File: config.mk
export PLATFORM = sky130hd
export DESIGN_NAME = multi_axis_step_pulse_generator
export DESIGN_NICKNAME = d
export VERILOG_FILES = /design/src/hdl/mspg_pkg.sv /design/src/hdl/mspg_axis.sv /design/src/hdl/multi_axis_step_pulse_generator.sv
export SDC_FILE = /design/constraint.sdc
export NUM_CORES = 1
export LEC_CHECK = 0
export BUFFER_PORTS_ARGS = -buffer_cell sky130_fd_sc_hd__buf_2
export CAP_MARGIN = 10
export CORE_ASPECT_RATIO = 0.75
export CORE_MARGIN = 10
export CORE_UTILIZATION = 40
export CTS_CLUSTER_DIAMETER = 100
export CTS_CLUSTER_SIZE = 20
export DETAILED_ROUTE_END_ITERATION = 6
export SYNTH_ARGS = -nofsm -noshare
export SYNTH_HDL_FRONTEND = slang
export SYNTH_SLANG_ARGS = --single-unit
File: constraint.sdc
create_clock -name clk -period 5 [get_ports clk]
set_input_delay 1 -clock clk [delete_from_list [all_inputs] [get_ports clk]]
set_output_delay 1 -clock clk [all_outputs]
set_load 0.1 [all_outputs]
File: src/hdl/mspg_pkg.sv
// Shared types, codes and constants for the multi-axis step pulse generator.
package mspg_pkg;

	// Fixed field widths
	localparam int TYPE_W  = 3;
	localparam int AXIS_W  = 4;
	localparam int RATE_W  = 20;
	localparam int POS_W   = 32;
	localparam int CFG_W   = 16;
	localparam int INC_W   = CFG_W + 1;
	localparam int MASK_W  = 3;
	localparam int CFG_IDX_W = 1;

	// Default parameter values
	localparam int AXES_DEF         = 3;
	localparam int TICK_RATE_DEF    = 100000;
	localparam int DEFAULT_RATE_DEF = 1000;

	// Configuration register reset values
	localparam logic [CFG_W-1:0] MIN_RATE_RST = 16'd100;
	localparam logic [CFG_W-1:0] MAX_RATE_RST = 16'd50000;

	// Request codes
	typedef enum logic [TYPE_W-1:0] {
		REQ_TICK     = 3'd0,
		REQ_SET_RATE = 3'd1,
		REQ_START    = 3'd2,
		REQ_STOP     = 3'd3,
		REQ_LOAD_POS = 3'd4
	} req_code_t;

	// Configuration register indexes
	typedef enum logic [CFG_IDX_W-1:0] {
		REG_MIN_RATE = 1'd0,
		REG_MAX_RATE = 1'd1
	} cfg_reg_t;

	// Request payload
	typedef struct packed {
		logic [TYPE_W-1:0]       req_type;
		logic [AXIS_W-1:0]       axis;
		logic                    forward;
		logic [RATE_W-1:0]       rate;
		logic signed [POS_W-1:0] new_position;
	} mspg_req_t;

	// Result payload
	typedef struct packed {
		logic [MASK_W-1:0]       step_levels;
		logic [MASK_W-1:0]       dir_levels;
		logic [MASK_W-1:0]       running_mask;
		logic signed [POS_W-1:0] position;
	} mspg_rsp_t;

	// Command broadcast to every axis lane
	typedef struct packed {
		logic              tick;
		logic              hit;
		logic [TYPE_W-1:0] req_type;
		logic              forward;
		logic [INC_W-1:0]  increment;
		logic [POS_W-1:0]  new_position;
	} lane_cmd_t;

	// Axis state after the request
	typedef struct packed {
		logic             step;
		logic             dir;
		logic             run;
		logic [POS_W-1:0] position;
	} lane_stat_t;

endpackage

File: src/hdl/mspg_axis.sv
// One axis lane: phase accumulator, step toggle, position counter and command handling.
module mspg_axis
	import mspg_pkg::*;
#(
	parameter int TICK_RATE    = TICK_RATE_DEF,
	parameter int DEFAULT_RATE = DEFAULT_RATE_DEF
) (
	input  logic       clk,
	input  logic       arst_n,
	input  lane_cmd_t  cmd,
	output lane_stat_t nxt
);

	localparam int ACC_W = $clog2(TICK_RATE);
	localparam int SUM_W = ((ACC_W > INC_W) ? ACC_W : INC_W) + 1;
	localparam logic [SUM_W-1:0] TICK_S = SUM_W'(TICK_RATE);
	localparam logic [SUM_W-1:0] TOP_S  = SUM_W'(TICK_RATE - 1);

	logic [ACC_W-1:0] acc_q, acc_d;
	logic [INC_W-1:0] inc_q, inc_d;
	logic [POS_W-1:0] pos_q, pos_d;
	logic             step_q, step_d;
	logic             dir_q, dir_d;
	logic             run_q, run_d;
	logic [SUM_W-1:0] sum;
	logic [SUM_W-1:0] rem;

	// Work out the state after this request
	always_comb begin
		acc_d  = acc_q;
		inc_d  = inc_q;
		pos_d  = pos_q;
		step_d = step_q;
		dir_d  = dir_q;
		run_d  = run_q;
		sum    = SUM_W'(acc_q) + SUM_W'(inc_q);
		rem    = sum - TICK_S;
		if (rem > TOP_S) begin
			rem = TOP_S;
		end
		if (cmd.tick && run_q) begin
			if (sum >= TICK_S) begin
				acc_d  = rem[ACC_W-1:0];
				step_d = !step_q;
				// advance position on the falling edge of the step pin
				if (step_q) begin
					pos_d = dir_q ? pos_q + POS_W'(1) : pos_q - POS_W'(1);
				end
			end else begin
				acc_d = sum[ACC_W-1:0];
			end
		end else if (cmd.hit) begin
			case (cmd.req_type)
				REQ_SET_RATE: begin
					inc_d = cmd.increment;
				end
				REQ_START: begin
					dir_d  = cmd.forward;
					step_d = 1'b0;
					acc_d  = '0;
					run_d  = 1'b1;
				end
				REQ_STOP: begin
					run_d  = 1'b0;
					step_d = 1'b0;
				end
				REQ_LOAD_POS: begin
					pos_d = cmd.new_position;
				end
				default: begin
				end
			endcase
		end
	end

	// Hold the axis state
	always_ff @(posedge clk or negedge arst_n) begin
		if (!arst_n) begin
			acc_q  <= '0;
			inc_q  <= INC_W'(DEFAULT_RATE);
			pos_q  <= '0;
			step_q <= 1'b0;
			dir_q  <= 1'b0;
			run_q  <= 1'b0;
		end else begin
			acc_q  <= acc_d;
			inc_q  <= inc_d;
			pos_q  <= pos_d;
			step_q <= step_d;
			dir_q  <= dir_d;
			run_q  <= run_d;
		end
	end

	assign nxt.step     = step_d;
	assign nxt.dir      = dir_d;
	assign nxt.run      = run_d;
	assign nxt.position = pos_d;

endmodule

File: src/hdl/multi_axis_step_pulse_generator.sv
// Top level: request register, rate clamp, axis lanes and result register.
// A request is held in the request register, then its result in the result register.
// One request per cycle unless the result register is full and not taken.
// The request register frees whenever the result register is empty or being taken.
// Reset clears all axis state (increment to DEFAULT_RATE), both valid flags
// and the rate limits (floor 100, ceiling 50000).
module multi_axis_step_pulse_generator
	import mspg_pkg::*;
#(
	parameter int AXES         = AXES_DEF,
	parameter int TICK_RATE    = TICK_RATE_DEF,
	parameter int DEFAULT_RATE = DEFAULT_RATE_DEF
) (
	input  logic                 clk,
	input  logic                 arst_n,
	input  logic                 req_valid,
	output logic                 req_ready,
	input  mspg_req_t            req_data,
	output logic                 rsp_valid,
	input  logic                 rsp_ready,
	output mspg_rsp_t            rsp_data,
	input  logic                 cfg_we,
	input  logic [CFG_IDX_W-1:0] cfg_idx,
	input  logic [CFG_W-1:0]     cfg_data
);

	localparam int IDX_W = (AXES > 1) ? $clog2(AXES) : 1;

	mspg_req_t        req_s1;
	logic             valid_s1;
	mspg_rsp_t        rsp_q;
	logic             rsp_valid_q;
	logic [CFG_W-1:0] min_rate_q;
	logic [CFG_W-1:0] max_rate_q;
	logic             advance;
	logic             axis_ok;
	logic [CFG_W-1:0] clamped;
	lane_cmd_t        cmd;
	lane_stat_t       lane_nxt [AXES];
	mspg_rsp_t        rsp_d;

	assign advance   = valid_s1 && (!rsp_valid_q || rsp_ready);
	assign req_ready = !valid_s1 || advance;
	assign axis_ok   = {1'b0, req_s1.axis} < (AXIS_W + 1)'(AXES);

	// Hold the rate limits
	always_ff @(posedge clk or negedge arst_n) begin
		if (!arst_n) begin
			min_rate_q <= MIN_RATE_RST;
			max_rate_q <= MAX_RATE_RST;
		end else if (cfg_we) begin
			case (cfg_reg_t'(cfg_idx))
				REG_MIN_RATE: min_rate_q <= cfg_data;
				REG_MAX_RATE: max_rate_q <= cfg_data;
				default: begin
				end
			endcase
		end
	end

	// Capture the request
	always_ff @(posedge clk or negedge arst_n) begin
		if (!arst_n) begin
			valid_s1 <= 1'b0;
		end else if (req_valid && req_ready) begin
			valid_s1 <= 1'b1;
		end else if (advance) begin
			valid_s1 <= 1'b0;
		end
	end

	always_ff @(posedge clk) begin
		if (req_valid && req_ready) begin
			req_s1 <= req_data;
		end
	end

	// Clamp the requested rate, floor first
	always_comb begin
		if (req_s1.rate < RATE_W'(min_rate_q)) begin
			clamped = min_rate_q;
		end else if (req_s1.rate > RATE_W'(max_rate_q)) begin
			clamped = max_rate_q;
		end else begin
			clamped = req_s1.rate[CFG_W-1:0];
		end
	end

	// Broadcast the command to the lanes
	always_comb begin
		cmd.tick         = advance && (req_s1.req_type == REQ_TICK);
		cmd.hit          = advance && (req_s1.req_type != REQ_TICK) && axis_ok;
		cmd.req_type     = req_s1.req_type;
		cmd.forward      = req_s1.forward;
		cmd.increment    = {clamped, 1'b0};
		cmd.new_position = req_s1.new_position;
	end

	for (genvar i = 0; i < AXES; i++) begin : g_lane
		lane_cmd_t lane_cmd;

		always_comb begin
			lane_cmd     = cmd;
			lane_cmd.hit = cmd.hit && (req_s1.axis == AXIS_W'(i));
		end

		mspg_axis #(
			.TICK_RATE   (TICK_RATE),
			.DEFAULT_RATE(DEFAULT_RATE)
		) u_axis (
			.clk   (clk),
			.arst_n(arst_n),
			.cmd   (lane_cmd),
			.nxt   (lane_nxt[i])
		);
	end

	// Gather the level masks of the first axes
	for (genvar i = 0; i < MASK_W; i++) begin : g_mask
		if (i < AXES) begin : g_on
			assign rsp_d.step_levels[i]  = lane_nxt[i].step;
			assign rsp_d.dir_levels[i]   = lane_nxt[i].dir;
			assign rsp_d.running_mask[i] = lane_nxt[i].run;
		end else begin : g_off
			assign rsp_d.step_levels[i]  = 1'b0;
			assign rsp_d.dir_levels[i]   = 1'b0;
			assign rsp_d.running_mask[i] = 1'b0;
		end
	end

	assign rsp_d.position = axis_ok ? lane_nxt[req_s1.axis[IDX_W-1:0]].position : '0;

	// Hold the result until taken
	always_ff @(posedge clk or negedge arst_n) begin
		if (!arst_n) begin
			rsp_valid_q <= 1'b0;
		end else if (advance) begin
			rsp_valid_q <= 1'b1;
		end else if (rsp_ready) begin
			rsp_valid_q <= 1'b0;
		end
	end

	always_ff @(posedge clk) begin
		if (advance) begin
			rsp_q <= rsp_d;
		end
	end

	assign rsp_valid = rsp_valid_q;
	assign rsp_data  = rsp_q;

	// Out-of-range axis reads position zero
	a_pos_zero: assert property (@(posedge clk) disable iff (!arst_n)
		advance && !axis_ok |=> rsp_q.position == '0)
		else $error("position not zero for out-of-range axis");

	// Stop on axis zero clears its run and step bits
	a_stop: assert property (@(posedge clk) disable iff (!arst_n)
		advance && req_s1.req_type == REQ_STOP && req_s1.axis == '0
		|=> !rsp_q.running_mask[0] && !rsp_q.step_levels[0])
		else $error("stop did not clear axis zero");

	// A step pin is high only on a running axis
	a_step_run: assert property (@(posedge clk) disable iff (!arst_n)
		rsp_valid_q |-> (rsp_q.step_levels & ~rsp_q.running_mask) == '0)
		else $error("step level high on stopped axis");

	// Back-pressure only when both registers are full
	a_ready: assert property (@(posedge clk) disable iff (!arst_n)
		!req_ready |-> valid_s1 && rsp_valid_q && !rsp_ready)
		else $error("request stalled with room available");

	// A stalled request stays held
	a_hold: assert property (@(posedge clk) disable iff (!arst_n)
		valid_s1 && !advance |=> valid_s1 && $stable(req_s1))
		else $error("stalled request lost");

endmodule
==> results.toml, run 1 <==
[status]
run_status = "finished, final reports clean"

[grt]
global_route_wire_length_before_repair_um = 126000
grt_antenna_before_repair = 1
gr-total-overflow = 0
via_count_of_the_first_global_routing_pass = 20424
grt_usage_pct = 23.1
grt_start_max_net_pins = 122

[die]
count_of_boundary_i_o_pins = 125
cell_row_count = 76
die-width_um = 299
die_height_um = 229
die_area_mm2 = 0.0686
core_region_area_mm2 = 0.0576
initial_utilization_pct = 40.6

[clock_network]
cts.reportedPaths.clkPinSlew_ns = 0.09
clock_tree.htree_level_count = 1
cts_inserted_buffers = 21
post_cts_buffers = 0
clkSinkCount = 336
clockRootBuffer = "clkbuf_16"
post_cts_resized = 0
cts.hold.buffers_added = 0
clk_latency_ns = 0.57
tritoncts = "done"
clock_tree.buffer_depth = 3

[layout]
fin_area_mm2 = 0.0258
final_core_utilization_pct = 44.7
layout.nets = 2932
syn_to_final_growth_pct = 10.2
drive_above_1_share_pct = 11.8

[critical_path]
reg2regPathDepth = 17
worst_ep_required_time_ns = 5.44
critical_path.reg2reg.endpoint = "g_lane[1].u_axis.acc_q[3]"
timing_worst_setup_path_type = "flip-flop to flip-flop"
crit_path_start_kind = "flip-flop"
reg2reg_setup_slack_ns = 0.33
worstSetupEndpointType = "flip-flop"
r2r_start = "g_lane[1].u_axis.inc_q[1]"
timing.critical_path.arrival_ns = 5.11
timing.critical_path.fanout_max = 11

[detailed_routing]
post-route-drc-count = 0
drt_first_iter_violations = 2307
post_drt_wl_per_cell_um = 23.8
detailroute.via_count = 21530
route.antenna.remaining_nets = 0
drt_wl_total_um = 82600
avgViaCountPerCell = 6.21
drt-pass1-iter-count = 6

[hold_path]
hp_start = "g_lane[2].u_axis.acc_q[7]"
min_path_cells = 2
hold_end = "g_lane[2].u_axis.acc_q[7]"
timing.hold.worst.class = "flip-flop to flip-flop"

[synthesis]
ys_ff_latch = 336
synth_cells = 2557
count_of_flip_flops_with_a_built_in_enable_after_synthesis = 101
ys_seq_area_share_pct = 38.3
synth_nets = 2817
syn-cell-area_mm2 = 0.0234
yosys.cell_types.count = 95
post_synth_main_area_contributors = "dfrtp_1 (22%), edfxtp_1 (13%), ha_1 (9.2%)"
synth_ff_type = "dfrtp_1"
yosys_warnings = 0
async_reset_ff_share_pct = 69.9
syn_area_per_cell_um2 = 9.14
cell_type_contributing_the_most_total_cell_area_after_synthesis = "dfrtp_1"
post-synth-top-area-fraction_pct = 22.3

[timing]
worst_pin_slew_ns = 1.08
grt_setup_unrepaired = "false"
drv_slew = 0
final_hold_viol_count = 0
finalClockSkew_ns = 0.0380
final.min_clock_period_ns = 4.67
min_period_over_period_pct = 93.4
setup-tns-final_ns = 0
achievable-frequency_mhz = 214
setup_slack_ns = 0.331
setup_violations = 0
maxSlewHeadroom_pct = 27.9

[power]
worst_ir_drop_vdd_uv = 154
power.static_leakage_uw = 0.0113
overall_power_consumption_uw = 8080
p_per_area_mw_per_mm2 = 314

[placed_design]
place_hpwl_um = 62300
finalWeightedCongestion = 0.942
placed_area_mm2 = 0.0251
io_buffer_count = 124
place_worst_setup_slack_ns = 0.457

[flow_run]
maxCapViolations = 0
-- synth_stat cells, types with 9 or more instances --
| library cell | count |
|---|---|
| mux2i_1 | 18 |
| buf_2 | 10 |
| o21ai_0 | 130 |
| nor2b_1 | 18 |
| o211ai_1 | 18 |
| o22ai_1 | 39 |
| nand2_1 | 198 |
| a221o_1 | 42 |
| or3_1 | 25 |
| dfrtp_1 | 208 |
| a21boi_0 | 9 |
| o22a_1 | 30 |
| xnor2_1 | 73 |
| edfxtp_1 | 101 |
| dfstp_2 | 27 |
| nor4_1 | 12 |
| and2_1 | 35 |
| o21a_1 | 38 |
| a21o_1 | 77 |
| xor2_1 | 41 |
| or2_2 | 16 |
| clkbuf_1 | 77 |
| o21bai_1 | 18 |
| nor2_1 | 271 |
| inv_1 | 94 |
| o31ai_1 | 16 |
| mux2_2 | 18 |
| a31oi_1 | 36 |
| and3_1 | 19 |
| nand3_1 | 45 |
| a211oi_1 | 26 |
| a22oi_1 | 10 |
| o221ai_1 | 50 |
| nand4_1 | 20 |
| nand2b_1 | 21 |
| nor3_1 | 53 |
| ha_1 | 172 |
| a21oi_1 | 254 |
-- per-layer routing --
layer  global-route usage (%)  vias up  wire (um)
li1                         -     9910          -
met1                     35.7    10589      40300
met2                     31.2      968      31800
met3                     7.00       63       9340
met4                     3.42        0       1130
met5                        0        -          0
-- final cells by class --
type | count | area (um^2)
Timing Repair Buffer | 191 | 1170
Tap cell | 780 | 976
Fill cell | 5575 | 31900
Sequential cell | 336 | 8950
Clock buffer | 34 | 596
Antenna cell | 2 | 5.00
Inverter | 94 | 353
Clock inverter | 3 | 26.3
Multi-Input combinational cell | 2028 | 13700
-- where the power goes --
| group | switching [uW] | internal, uW |
|---|---|---|
| Clock | 1030 | 832 |
| Sequential | 261 | 3130 |
| Combinational | 1750 | 1070 |
| Total | 3040 | 5030 |
-- cells in the final DEF, fill, tap and decap left out, types with 9 or more instances in the layout --
cell type and instances:
a211oi_1 26, a21boi_0 9, a21o_1 77, a21oi_1 253
a221o_1 42, a22oi_1 10, a31oi_1 36, and2_1 34
and3_1 19, buf_2 123, buf_4 64, clkbuf_1 12
clkbuf_16 22, dfrtp_1 208, dfstp_2 27, edfxtp_1 101
ha_1 172, inv_1 93, mux2_2 18, mux2i_1 18
nand2_1 198, nand2b_1 21, nand3_1 45, nand4_1 20
nor2_1 270, nor2b_1 17, nor3_1 51, nor4_1 12
o211ai_1 18, o21a_1 38, o21ai_0 130, o21bai_1 18
o221ai_1 50, o22a_1 30, o22ai_1 39, o31ai_1 16
or2_2 16, or3_1 25, xnor2_1 73, xor2_1 41
-- cells by family after synthesis --
logic type / count (synthesis) / share of synthesized area, %
compound gates: 918 / 26.9
fa+ha+maj: 178 / 9.72
xor+xnor: 116 / 4.46
simple gates: 780 / 15.7
flops: 336 / 38.3
buf+inv: 193 / 3.28
mux: 36 / 1.64
-- sequential cells by signal, summed over array words and instances, names as in the netlist --
| name | cells |
|---|---|
| g_lane.u_axis.pos_q | 96 |
| g_lane.u_axis.acc_q | 48 |
| g_lane.u_axis.inc_q | 48 |
| rsp_data | 41 |
| cmd | 36 |
| req_s1 | 24 |
| max_rate_q | 16 |
| min_rate_q | 16 |
| g_lane.u_axis.dir_q | 3 |
| g_lane.u_axis.run_q | 3 |
| g_lane.u_axis.step_q | 3 |
| rsp_valid | 1 |
| valid_s1 | 1 |
-- worst max-delay path by stage --
stage / start / to / slack [ns]
after global placement: g_lane[1].u_axis.inc_q[1] / g_lane[1].u_axis.acc_q[10] / 0.56
after global routing: g_lane[0].u_axis.inc_q[2] / g_lane[0].u_axis.acc_q[13] / 0.08
after floorplan: g_lane[1].u_axis.dir_q / rsp_data[30] / 0.99
final: g_lane[1].u_axis.inc_q[1] / g_lane[1].u_axis.acc_q[3] / 0.33
after CTS: g_lane[0].u_axis.inc_q[7] / rsp_data[11] / 0.42
after detailed placement: g_lane[0].u_axis.inc_q[7] / rsp_data[11] / 0.46
-- critical path, stage by stage, from the launching register on --
cell	delay (ns)
dfrtp_1	0.36
ha_1	0.19
inv_1	0.07
fa_1	0.37
nand2b_1	0.18
a21oi_1	0.19
xor2_1	0.38
inv_1	0.18
ha_1	0.26
and3b_1	0.37
a221o_1	0.22
or3_1	0.11
or4b_1	0.49
o41ai_2	0.30
a21o_1	0.44
o21ai_2	0.21
a21oi_1	0.20
nor2_1	0.06
-- stage by stage --
stage                     std cells  hold slack, ns
after floorplan                2557           0.443
after global placement         3429           0.463
after detailed placement       3429           0.465
after CTS                      3466           0.483
after global routing           3466           0.520
final                          3468           0.476
Note: power is estimated with default switching activity, not from simulation.
==> run 2, diff against run 1 <==
--- a/config.mk
+++ b/config.mk
@@ -7,12 +7,16 @@
 export LEC_CHECK = 0
 export BUFFER_PORTS_ARGS = -buffer_cell sky130_fd_sc_hd__buf_2
 export CAP_MARGIN = 10
+export CELL_PAD_IN_SITES_DETAIL_PLACEMENT = 1
+export CELL_PAD_IN_SITES_GLOBAL_PLACEMENT = 2
 export CORE_ASPECT_RATIO = 0.75
 export CORE_MARGIN = 10
 export CORE_UTILIZATION = 40
+export CTS_BUF_LIST = sky130_fd_sc_hd__clkbuf_16
 export CTS_CLUSTER_DIAMETER = 100
 export CTS_CLUSTER_SIZE = 20
 export DETAILED_ROUTE_END_ITERATION = 6
+export PLACE_DENSITY_LB_ADDON = 0.1
 export SYNTH_ARGS = -nofsm -noshare
 export SYNTH_HDL_FRONTEND = slang
 export SYNTH_SLANG_ARGS = --single-unit
==> results.toml, run 2 (synthesis results as in run 1) <==
[status]
run_status = "finished, final reports clean"

[placed_design]
io_buffer_count = 124
place_hpwl_um = 71600
place.detailed.instances = 3430
finalWeightedCongestion = 0.901

[clock_network]
clock_tree.buffer_depth = 3
clk_latency_ns = 0.59
clockRootBuffer = "clkbuf_16"
post_cts_buffers = 0
cts.hold.buffers_added = 0
cts_inserted_buffers = 21
cts.reportedPaths.clkPinSlew_ns = 0.10
post_cts_resized = 0
clkSinkCount = 336
clock_tree.htree_level_count = 1
tritoncts = "done"

[power]
internal_power_uw = 5020
worst_ir_drop_vdd_uv = 244
power.sequential.fraction_pct = 41.4
overall_power_consumption_uw = 8230
p_comb_share_pct = 35.7
clock_power_share_pct = 22.9
p_per_area_mw_per_mm2 = 319
power.static_leakage_uw = 0.0114
power_switching_uw = 3210
switching_share_pct = 39.0

[die]
core_region_area_mm2 = 0.0576
die-width_um = 299
initial_utilization_pct = 40.6
die_height_um = 229
cell_row_count = 76
die_area_mm2 = 0.0686
count_of_boundary_i_o_pins = 125

[critical_path]
max_stage_delay_ns = 0.52
worstSetupEndpointType = "flip-flop"
worst_ep_required_time_ns = 5.31
crit_slowest_cell = "o311ai_0"
reg2reg_setup_slack_ns = 0.28
timing.critical_path.arrival_ns = 5.03
timing.critical_path.fanout_max = 18
timing_worst_setup_path_type = "flip-flop to flip-flop"
critical_path.reg2reg.endpoint = "rsp_data[21]"
crit_path_start_kind = "flip-flop"
r2r_start = "g_lane[2].u_axis.inc_q[1]"
cpMostUsedCell = "a221o_1"
reg2regPathDepth = 15
cp_cell_sequence = "ha_1 -> inv_1 -> fa_1 -> nor2b_1 -> o31ai_2 -> a31o_2 -> nand2_1 -> o311ai_0 -> a32oi_1 -> a311oi_4 -> o21a_1 -> nor2_4 -> a221o_1 -> and2_1 -> a221o_1"

[timing]
finalClockSkew_ns = 0.0477
achievable-frequency_mhz = 212
grt_setup_unrepaired = "false"
setup-tns-final_ns = 0
worst_pin_slew_ns = 1.07
min_period_over_period_pct = 94.3
final.min_clock_period_ns = 4.72
drv_slew = 0
setup_violations = 0
maxSlewHeadroom_pct = 28.5
final_hold_viol_count = 0

[detailed_routing]
drt-pass1-iter-count = 5
route.antenna.remaining_nets = 0
drt_first_iter_violations = 2076
detailroute.via_count = 21666
post_drt_wl_per_cell_um = 26.5
avgViaCountPerCell = 6.25
drt_wl_total_um = 91900
post-route-drc-count = 0

[layout]
drive_above_1_share_pct = 11.9
reg.largest.list = "g_lane.u_axis.pos_q: 96 flops, g_lane.u_axis.acc_q: 48 flops, g_lane.u_axis.inc_q: 48 flops"
syn_to_final_growth_pct = 10.3
mostFrequentLayoutCells = "nor2_1 (271), a21oi_1 (252), dfrtp_1 (208)"
layout.nets = 2933
stdcell_count = 3468
registers.top_by_ff_count = "g_lane.u_axis.pos_q"
most_common_cell_after_layout_fill_and_taps_aside = "nor2_1"
largest_register_ffs = 96
antenna_cells = 0

[grt]
gr-total-overflow = 0
grt_usage_pct = 25.9
grt_start_max_net_pins = 104
via_count_of_the_first_global_routing_pass = 21789
grt_antenna_before_repair = 1
global_route_wire_length_before_repair_um = 139000

[hold_path]
timing.hold.worst.class = "primary input to async pin"

[flow_run]
maxCapViolations = 0
## run 2: worst max path at each step
| stage | to | slack [ns] | start | cells after the start |
|---|---|---|---|---|
| after floorplan | rsp_data[30] | 0.99 | g_lane[1].u_axis.dir_q | 12 |
| after detailed placement | rsp_data[21] | 0.33 | g_lane[2].u_axis.acc_q[1] | 15 |
| after CTS | rsp_data[21] | 0.29 | g_lane[2].u_axis.acc_q[1] | 15 |
| final | rsp_data[21] | 0.28 | g_lane[2].u_axis.inc_q[1] | 15 |
| after global placement | rsp_data[21] | 0.41 | g_lane[2].u_axis.inc_q[1] | 15 |
| after global routing | rsp_data[21] | 0.02 | g_lane[2].u_axis.inc_q[1] | 15 |
## run 2: through the flow
stage               hold WS, ns  utilization, %  instance area, um^2  setup slack (ns)
floorplan                 0.443               -                23400             0.988
global placement          0.463            43.6                25100             0.409
detailed placement        0.473            43.6                25100             0.330
CTS                       0.493            44.7                25800             0.293
global route              0.511            44.7                25800            0.0189
finish                    0.472            44.7                25800             0.283
## run 2: worst max-delay path, delay by kind of cell (launching register included)
kind,cells,cell delay (ns)
compound gates,8,2.89
fa+ha+maj,2,0.44
buf+inv,1,0.09
flops,1,0.39
simple gates,4,0.65
## run 2: per-layer routing
metal  share of wire (%)  vias to the layer above  GRT usage (%)
met5                   0                        -              0
met1                  51                    10990           41.3
met4                 1.3                        0           3.57
li1                    -                     9884              -
met2                  38                      720           34.0
met3                 9.5                       72           7.13
## run 2: layout make-up
class,count,area [um^2]
inverter,94,353
multi-input combinational,2028,13700
clock buffer,22,551
clock inverter,16,78.8
timing repair buffer,192,1180
sequential,336,8950
fill,6774,31800
tap,780,976
## run 2: power by group through the flow
stage	logic, uW	clock network (uW)	registers [uW]
5_1_grt	3230	2020	3430
2_1_floorplan	1930	0	3490
3_3_place_gp	2800	0	3440
3_5_place_dp	2870	0	3450
6_report	2940	1890	3410
4_1_cts	2900	1920	3390
==> run 3, diff against run 2 <==
--- a/config.mk
+++ b/config.mk
@@ -19,4 +19,5 @@
 export PLACE_DENSITY_LB_ADDON = 0.1
 export SYNTH_ARGS = -nofsm -noshare
 export SYNTH_HDL_FRONTEND = slang
+export SYNTH_HIERARCHICAL = 1
 export SYNTH_SLANG_ARGS = --single-unit
==> results.toml, run 3 <==
[detailed_routing]
routed-wl-met3_um = 6290
route.antenna.remaining_nets = 0
detailroute.via_count = 20049
post-route-drc-count = 0
drt_first_iter_violations = 1422
avgViaCountPerCell = 6.05
route.layer.met1.wl_um = 43200
drt-pass1-iter-count = 5
drt_wl_total_um = 82500
highest-signal-layer = "met4"
routed_length_on_met2_um = 32000
post_drt_wl_per_cell_um = 24.9

[synthesis]
synth_cells = 2389
async_reset_ff_share_pct = 70.5
syn_area_per_cell_um2 = 9.79
post_synth_most_frequent_cells = "nor2_1 (228), dfrtp_1 (214), a21oi_1 (198)"
ys_seq_area_share_pct = 38.9
yosys.cell_types.count = 94
syn-cell-area_mm2 = 0.0234
post-synth-top-area-fraction_pct = 22.9
post_synth_main_area_contributors = "dfrtp_1 (23%), edfxtp_1 (13%), ha_1 (9.4%)"
ys_ff_latch = 342
synth_ff_type = "dfrtp_1"
yosys.cell_count.top_type = "nor2_1"
cell_type_contributing_the_most_total_cell_area_after_synthesis = "dfrtp_1"
count_of_flip_flops_with_a_built_in_enable_after_synthesis = 101
yosys_warnings = 6

[timing]
final.min_clock_period_ns = 4.80
min_period_over_period_pct = 96.0
achievable-frequency_mhz = 208
finalClockSkew_ns = 0.0209
setup-tns-final_ns = 0
setup_slack_ns = 0.200
worst_pin_slew_ns = 1.14
drv_slew = 0
whs_ns = 0.498
setup_violations = 0
maxSlewHeadroom_pct = 23.8
final_hold_viol_count = 0
grt_setup_unrepaired = "false"

[layout]
reg.largest.list = "g_lane.u_axis/pos_q: 96 flops, g_lane.u_axis/acc_q: 51 flops, g_lane.u_axis/inc_q: 51 flops"
final_core_utilization_pct = 44.9
drive_above_1_share_pct = 16.0
n_fill_cell = 6544
mostFrequentLayoutCells = "nor2_1 (224), dfrtp_1 (214), a21oi_1 (197)"
layout.nets = 2784
most_common_cell_after_layout_fill_and_taps_aside = "nor2_1"
largest_register_ffs = 96
syn_to_final_growth_pct = 10.6
antenna_cells = 0
registers.top_by_ff_count = "g_lane.u_axis/pos_q"

[die]
initial_utilization_pct = 40.6
die_area_mm2 = 0.0687
die-width_um = 299
cell_row_count = 76
die_height_um = 229
core_region_area_mm2 = 0.0576
count_of_boundary_i_o_pins = 125

[power]
switching_share_pct = 36.0
internal_power_uw = 4640
power.sequential.fraction_pct = 45.7
power.static_leakage_uw = 0.0121
p_comb_share_pct = 29.0
worst_ir_drop_vdd_uv = 201
overall_power_consumption_uw = 7260
clock_power_share_pct = 25.3
p_per_area_mw_per_mm2 = 281
power_switching_uw = 2620

[grt]
grt_usage_pct = 23.3
gr-total-overflow = 0
via_count_of_the_first_global_routing_pass = 20514
grt_antenna_before_repair = 5
grt_start_max_net_pins = 95
global_route_wire_length_before_repair_um = 127000

[clock_network]
clock_tree.htree_level_count = 1
post_cts_resized = 0
cts.hold.buffers_added = 0
tritoncts = "done"
cts.reportedPaths.clkPinSlew_ns = 0.09
clockRootBuffer = "clkbuf_16"
clk_latency_ns = 0.57
clock_tree.buffer_depth = 3
post_cts_buffers = 0
cts_inserted_buffers = 21
clkSinkCount = 342

[status]
run_status = "finished, final reports clean"

[placed_design]
finalWeightedCongestion = 0.863
place_hpwl_um = 62200
place_worst_setup_slack_ns = 0.209
io_buffer_count = 124

[critical_path]
timing.critical_path.fanout_max = 24
timing.critical_path.arrival_ns = 5.08
worst_ep_required_time_ns = 5.28
timing_worst_setup_path_type = "flip-flop to flip-flop"
crit_path_start_kind = "flip-flop"
worstSetupEndpointType = "flip-flop"
reg2regPathDepth = 17

[flow_run]
maxCapViolations = 0

[hold_path]
timing.hold.worst.class = "primary input to async pin"
## run 3: layout make-up
type                    count  area [um^2]  share of cell area (%)
multi-input cells        1880        13700                    52.8
clock inverters            16         72.6                   0.281
repair buffers            201         1250                    4.82
flip-flops and latches    342         9100                    35.2
clock buffers              21          526                    2.03
inverters                  75          282                    1.09
well taps                 780          976                    3.77
## run 3: power by group through the flow
stage | sequential [uW] | clock [uW] | combinational (uW)
after CTS | 3320 | 1890 | 2080
after detailed placement | 3370 | 0 | 2070
final | 3320 | 1830 | 2110
after global placement | 3360 | 0 | 2010
after global routing | 3340 | 1990 | 2300
after floorplan | 3490 | 0 | 1280
## run 3: cells by family after synthesis
| group | after synthesis | share of synthesized area (%) |
|---|---|---|
| other | 1 | 0.0160 |
| adder cells (fa/ha/maj) | 181 | 9.87 |
| buffers and inverters | 169 | 3.02 |
| multiplexers | 137 | 6.23 |
| flip-flops | 342 | 38.9 |
| AO/OA/AOI/OAI | 809 | 24.5 |
| XOR/XNOR | 117 | 4.64 |
| AND/OR/NAND/NOR | 633 | 12.8 |
## run 3: worst max-delay path, cell delays in order (launching register included)
cell and delay, ns:
dfrtp_1 0.42, ha_1 0.36, a211oi_4 0.33, o21ai_2 0.17, a21o_1 0.21, a311o_2 0.47, a211o_4 0.40, xor2_1 0.36
o211ai_2 0.21, a21oi_1 0.30, nor2_2 0.07, buf_4 0.25, a22oi_1 0.21, o31ai_1 0.13, mux2i_1 0.34, nor2_1 0.07
a21oi_1 0.13, nor2_1 0.06
## run 3: metal layers
layer  vias up  GRT usage, %
li1       9284             -
met1     10208          36.6
met2       499          31.6
met3        58          6.22
met4         0          3.00
met5         -             0
## run 3: path summary, 6_finish.rpt
kind | start | end | slack [ns]
max | g_lane[0].u_axis/acc_q[1] | rsp_data[29] | 0.20
min | arst_n | max_rate_q[12] | 0.50
max reg2reg | g_lane[0].u_axis/acc_q[1] | rsp_data[29] | 0.20
min reg2reg | g_lane[0].u_axis/acc_q[14] | g_lane[0].u_axis/acc_q[14] | 0.51
max in group asynchronous | arst_n | g_lane[2].u_axis/acc_q[15] | 3.45
min in group clk | g_lane[0].u_axis/acc_q[14] | g_lane[0].u_axis/acc_q[14] | 0.51
## run 3: per-stage QoR
step                      std cells  cell area [um^2]
after global routing           3315             25900
after detailed placement       3278             25200
after CTS                      3315             25800
after global placement         3278             25200
after floorplan                2391             23400
final                          3315             25900
